File: src/hdl/rfg_pkg.sv
`timescale 1ns / 1ps
`default_nettype none

package rfg_pkg;

  // item kinds, carried on the slave tuser
  typedef enum logic [1:0] {
    KIND_WRITE = 2'd0,
    KIND_CLEAR = 2'd1,
    KIND_TONE  = 2'd2,
    KIND_READ  = 2'd3
  } rfg_kind_e;

  typedef enum logic [2:0] {
    ST_IDLE,
    ST_CLEAR,
    ST_TONE,
    ST_TONE_FLUSH,
    ST_RD_MEM,
    ST_RD_OUT
  } rfg_state_e;

  // controller to datapath
  typedef struct packed {
    logic pix_wr;
    logic rd_cap;
    logic rd_mem;
    logic clr_start;
    logic clr_wr;
    logic tone_start;
    logic tone_rd;
    logic out_load;
  } rfg_cmd_t;

  // datapath to controller
  typedef struct packed {
    logic sweep_last;
    logic tone_empty;
    logic out_busy;
  } rfg_status_t;

  localparam logic [1:0] CFG_IDX_WIDTH  = 2'd0;
  localparam logic [1:0] CFG_IDX_HEIGHT = 2'd1;
  localparam logic [7:0] DIM_RESET      = 8'd128;
  localparam logic [7:0] ALPHA_OPAQUE   = 8'hFF;

  typedef logic [255:0][7:0] rfg_gamma_rom_t;

  // largest c with (2c+1)^11 <= (2v+1)^5 * 2^54, i.e. the 1/2.2 power curve
  function automatic rfg_gamma_rom_t build_gamma();
    rfg_gamma_rom_t rom;
    logic [127:0]   rhs;
    logic [127:0]   lhs;
    int             v;
    int             k;
    int             c;
    logic           more;
    rom = '0;
    c   = 0;
    for (v = 0; v < 256; v++) begin
      rhs = 128'd1;
      for (k = 0; k < 5; k++) begin
        rhs = rhs * 128'(2 * v + 1);
      end
      rhs  = rhs << 54;
      more = 1'b1;
      while (more) begin
        if (c == 255) begin
          more = 1'b0;
        end else begin
          lhs = 128'd1;
          for (k = 0; k < 11; k++) begin
            lhs = lhs * 128'(2 * c + 3);
          end
          if (lhs <= rhs) begin
            c = c + 1;
          end else begin
            more = 1'b0;
          end
        end
      end
      rom[v] = c[7:0];
    end
    return rom;
  endfunction

  localparam rfg_gamma_rom_t GAMMA_ROM = build_gamma();

endpackage

`default_nettype wire

File: src/hdl/rfg_ctrl.sv
`timescale 1ns / 1ps
`default_nettype none

module rfg_ctrl import rfg_pkg::*; (
  input  wire logic        clk_i,
  input  wire logic        rst_ni,
  input  wire logic        in_valid_i,
  input  wire logic [1:0]  kind_i,
  output logic             in_ready_o,
  input  wire rfg_status_t status_i,
  output rfg_cmd_t         cmd_o
);

  rfg_state_e state_q, state_d;

  // reset starts with a clearing pass
  always_ff @(posedge clk_i or negedge rst_ni) begin
    if (!rst_ni) begin
      state_q <= ST_CLEAR;
    end else begin
      state_q <= state_d;
    end
  end

  always_comb begin
    state_d    = state_q;
    cmd_o      = '0;
    in_ready_o = 1'b0;
    unique case (state_q)
      ST_IDLE: begin
        in_ready_o = 1'b1;
        if (in_valid_i) begin
          unique case (rfg_kind_e'(kind_i))
            KIND_WRITE: cmd_o.pix_wr = 1'b1;
            KIND_CLEAR: begin
              cmd_o.clr_start = 1'b1;
              state_d         = ST_CLEAR;
            end
            KIND_TONE: begin
              if (!status_i.tone_empty) begin
                cmd_o.tone_start = 1'b1;
                state_d          = ST_TONE;
              end
            end
            KIND_READ: begin
              cmd_o.rd_cap = 1'b1;
              state_d      = ST_RD_MEM;
            end
          endcase
        end
      end
      ST_CLEAR: begin
        cmd_o.clr_wr = 1'b1;
        if (status_i.sweep_last) state_d = ST_IDLE;
      end
      ST_TONE: begin
        cmd_o.tone_rd = 1'b1;
        if (status_i.sweep_last) state_d = ST_TONE_FLUSH;
      end
      ST_TONE_FLUSH: state_d = ST_IDLE;
      ST_RD_MEM: begin
        cmd_o.rd_mem = 1'b1;
        state_d      = ST_RD_OUT;
      end
      ST_RD_OUT: begin
        if (!status_i.out_busy) begin
          cmd_o.out_load = 1'b1;
          state_d        = ST_IDLE;
        end
      end
      default: state_d = ST_IDLE;
    endcase
  end

endmodule

`default_nettype wire

File: config.mk
export PLATFORM = sky130hd
export DESIGN_NAME = rfg_ctrl
export DESIGN_NICKNAME = d
export VERILOG_FILES = /design/src/hdl/rfg_pkg.sv /design/src/hdl/rfg_ctrl.sv
export SDC_FILE = /design/constraint.sdc
export NUM_CORES = 1
export LEC_CHECK = 0
export ABC_AREA = 1
export BUFFER_PORTS_ARGS = -buffer_cell sky130_fd_sc_hd__buf_2
export CAP_MARGIN = 20
export CORE_AREA = 2 2 39 41
export CTS_CLUSTER_SIZE = 12
export DETAILED_ROUTE_END_ITERATION = 8
export DIE_AREA = 0 0 41 43
export PLACE_DENSITY_LB_ADDON = 0.08
export SLEW_MARGIN = 30
export SYNTH_ARGS = -nofsm -noshare
export SYNTH_HDL_FRONTEND = slang
export SYNTH_SLANG_ARGS = --single-unit
File: constraint.sdc
create_clock -name clk_i -period 1.5 [get_ports clk_i]
set_input_delay 0.3 -clock clk_i [delete_from_list [all_inputs] [get_ports clk_i]]
set_output_delay 0.3 -clock clk_i [all_outputs]
set_load 0.01 [all_outputs]
### Yosys cells after proc, flatten, opt, wreduce, memory -nomap -nowiden

Cells that the tools add are included.

* bits in registers: 3
* latch bits: 0
* bits in writable memories: 0
* memory bits (read-only): 0
* bits of input ports: 8
* output and inout bits: 9
* logic and storage cells: 41
* memories kept: 0

* $add $sub $neg: 0
* $mul: 0
* div/mod/pow operators: 0
* order comparisons: 0
* eq/ne operators: 13
* shifts and indexed selects: 0
* multiplexer cells: 24
* bitwise logic cells: 0
* reduce and logical (&&, ||, !) cells: 3

Operator list (number)
* 1-bit two-way mux: 15
* 3-bit two-way mux: 5
* 3-bit case mux with 5 select lines: 1
* 3-bit case mux with 3 select lines: 1
* 2-bit inequality test (second input constant): 4
* 3-bit equality test (second input constant): 2
* 6-bit AND reduction: 1
* 2-bit equality test (second input constant): 2
* 2-bit two-way mux: 2
* 4-bit by 1-bit inequality test with 1-bit output (second input constant): 1
* 3-bit by 1-bit equality test with 1-bit output (second input constant): 1
* 3-bit by 2-bit equality test with 1-bit output (second input constant): 1
* 3-bit logical NOT: 1
* 3-bit inequality test (second input constant): 1
* 2-bit by 1-bit equality test with 1-bit output (second input constant): 1
* 2-bit logical NOT: 1

### Longest topological paths before layout

* depth after elaboration: 4
* gate-level depth with buffers: 7
* gate-level depth less buffers: 7

### Worst setup path after synthesis

Ideal clock, no wire load.

* kind: reg2out
* start: register state_q[1]
* end: output port cmd_o[7] (netlist bit)
* arrival time: 1.002 ns
* data required time: 1.200 ns
* path slack: 0.198 ns
* cell stages (with the launch flop): 4
* buffers on the path: 0
* cell sequence: dfrtp_1 nor2_4 nand2_4 nor4_1

RTL lines
* start, declared: line rfg_ctrl.sv:14 `rfg_state_e state_q, state_d;`
* start signal, assigned: line rfg_ctrl.sv:21 `state_q <= state_d;`
* end, declared: line rfg_ctrl.sv:11 `output rfg_cmd_t cmd_o`

==> summary.md <==
| Metric | Value |
|---|---|
| Sw frac | 49.00% |
| Site row count | 14 |
| ANT nets after route | 0 |
| Post-synthesis sequential area ratio | 21.55% |
| Worst-path fanout max | 5 |
| Switching power | 468.3 µW |
| Proportion of layout cells with a drive suffix above 1 | 53.95% |
| Post-Synth Simple-Gate Area | 63.25% |
| Via density | 4.304 |
| Initial Util | 25.59% |
| Setup TNS | -0.002179 ns |
| Syn_nets | 59 |
| Syn avg cell area | 6.943 µm² |
| Post-DR wirelength/cell | 9.196 µm |
| Die area | 0.001763 mm² |
| Initial antenna violation count | 0 |
| PwrDens | 1752 mW/mm² |
| Fin worst setup slack | -0.002179 ns |
| GRT Util Overall | 13.08% |
| Root Driver | clkbuf_4 |
| First-pass GRT wire length | 1.545 mm |
| R2r setup slk | 0.21 ns |
| Min Tclk post-route | 1.502 ns |
| Synth Area in XOR/XNOR | 0% |
| Biggest register | state_q |
| Hold Path Stages | 4 |
| WL final | 846 µm |
| Layout Nets | 85 |
| Clk slew on worst S/H paths | 0.04 ns |
| Crit Path Class | register to primary output |
| Most frequent cells after synthesis | nand2_1, inv_1, nand3_1, nor2_1, nor2_4 |
| Longest Clk Path Bufs | 2 |
| Synthesized flop and latch total | 3 |
| Leak | 0.3131 nW |
| Worst-margin pin slew | 0.1931 ns |
| Port bufs | 16 |
| R2R depth | 7 |
| Core Footprint | 0.001384 mm² |
| Final HPWL DP | 651.3 µm |
| Cell taking the most area after synthesis | dfrtp_1 |
| Synth top area share | 14.13% |
| Io pins | 17 |
| Mapped Area | 354.1 µm² |
| Count leader, synth | nand2_1 |
| Failing checks | setup timing |
| Violation count after the first detailed-route iteration | 6 |
| Ant diodes | 0 |
| Synthesized instance count | 51 |
| Synth Area in Adders | 0% |
| Max frequency | 665.7 MHz |
| Max IR drop VDD | 0.0005569 V |
| Via count | 396 |
| Comb pwr share | 67.2% |
| Pre-CTS setup slack | 0.1650 ns |
| Internal | 487.4 µW |
| HP Class | primary input to register |
| CP startpoint kind | register |
| Number of flops mapped to enable cells by yosys | 0 |
| Ys Warns | 0 |
| Final setup viols | 1 |
| Max Clock Skew | 0.006673 ns |
| Max Slew Vio Count | 0 |
| GP Congestion | 0.6720 |
| Final Hold Vio Count | 0 |
| DR DRC count | 0 |
| Vias in the first global route | 385 |
| Largest net degree at the start of global routing | 7 |
| Flop pwr share | 17.8% |
| Final instance area | 545.5 µm² |
| GRT Residual Overflow | 0 |
| Die height | 43 µm |
| Final period util | 100.1% |
| Req. time, crit path | 1.20 ns |
| Clk pwr share | 15.0% |
| Max reg flops | 3 |
| Max Cap Viol | 0 |
| Status | complete, but fails checks |
| Worst-Skew Late Latency | 0.24 ns |
| Die width | 41 µm |
| Area Overhead vs Synth | 54.06% |
| Main combinational cell family by area after synthesis | simple AND/OR/NAND/NOR gates |
| Setup crit end kind | primary output |
| Compound-cell area share of the yosys netlist | 2.120% |
| WP data arrival | 1.20 ns |
| Final core occ | 39.42% |
| CTS tree | built |
| Post-synthesis mux area share | 0% |
| CTS Sinks | 3 |
| RSZ-0062 raised after global routing | yes |
| Slew margin rel. | 87.08% |
| Hold Crit Start | status_i[2] |
| Placed cell area | 454.2 µm² |
| Largest registers | state_q: 3 flops |
| Synth top area cells | dfrtp_1, nor2_4, nand2_1 |
| DR pass1 iterations | 2 |
| Total CTS buffers | 3 |
| Reg2reg start | state_q[0] |
| Setup crit start | state_q[0] |
| Post-synth ARST share | 100.0% |
| Synth unique cells | 17 |
| Top_reg_cell synth | dfrtp_1 |
| H-Tree Level Count | 1 |
per-stage QoR:
step / hold slack [ns] / instances / power, mW
final: 0.3646 / 92 / 0.9556
after global routing: 0.3941 / 92 / 1.051
after CTS: 0.3678 / 89 / 0.9058
after detailed placement: 0.09749 / 83 / 0.7320
after global placement: 0.09871 / 83 / 0.7381
after floorplan: 0.004409 / 51 / 0.5900
layout make-up:
| cell class | instances | area (µm²) |
|---|---|---|
| flip-flops and latches | 3 | 76.32 |
| inverters | 12 | 46.29 |
| clock buffers | 4 | 26.28 |
| repair buffers | 21 | 120.1 |
| multi-input cells | 36 | 256.5 |
| fillers | 162 | 838.3 |
| well taps | 16 | 20.02 |
cells by family after synthesis:
group	count (synthesis)
AO/OA/AOI/OAI	1
buffers and inverters	12
flip-flops	3
AND/OR/NAND/NOR	35
layer usage:
metal | vias up | GRT usage, % | routed length, µm
met3 | 0 | 6.283 | 31
met2 | 10 | 18.44 | 423
li1 | 209 | - | -
met1 | 177 | 16.18 | 392
met5 | - | 0 | 0
met4 | 0 | 6.000 | 0
placed cells by master, fill, tap and decap left out, types with 2 or more instances in the layout:
cell      instances
nand3_2           3
buf_4             4
nand2_4           2
nor2_1            4
inv_2             3
nor2_4            4
dfrtp_1           2
clkbuf_4          3
nand4_1           3
buf_2            16
nand3_1           4
nand2_1          10
inv_1             8
final timing paths:
| check | to |
|---|---|
| worst max-delay path | cmd_o[0] |
| worst min-delay path | state_q[1] |
| worst max register to register | state_q[2] |
| worst min register to register | state_q[0] |
| max in group asynchronous | state_q[0] |
| min in group asynchronous | state_q[1] |
worst max-delay path: stages (launching register included):
cell     delay, ns
dfstp_2       0.58
nand3_1       0.15
nor2_1        0.10
buf_2         0.13
repair_timing:
| item | CTS | global route |
|---|---|---|
| hold endpoints to repair | 2 | 0 |
| pin swaps | 2 | 4 |
| setup endpoints to repair | 5 | 7 |
| gates cloned | 0 | 0 |
| buffers inserted | 1 | 3 |
| hold buffers | 1 | 0 |
| resized for setup | 3 | 2 |
power by group through the flow:
stage	combinational [mW]	sequential, mW	clock (mW)
final	0.642	0.170	0.143
after global placement	0.565	0.173	0
after floorplan	0.425	0.165	0
after CTS	0.589	0.169	0.147
after detailed placement	0.559	0.173	0
after global routing	0.717	0.173	0.160
Power figures use the tool's default switching activity.
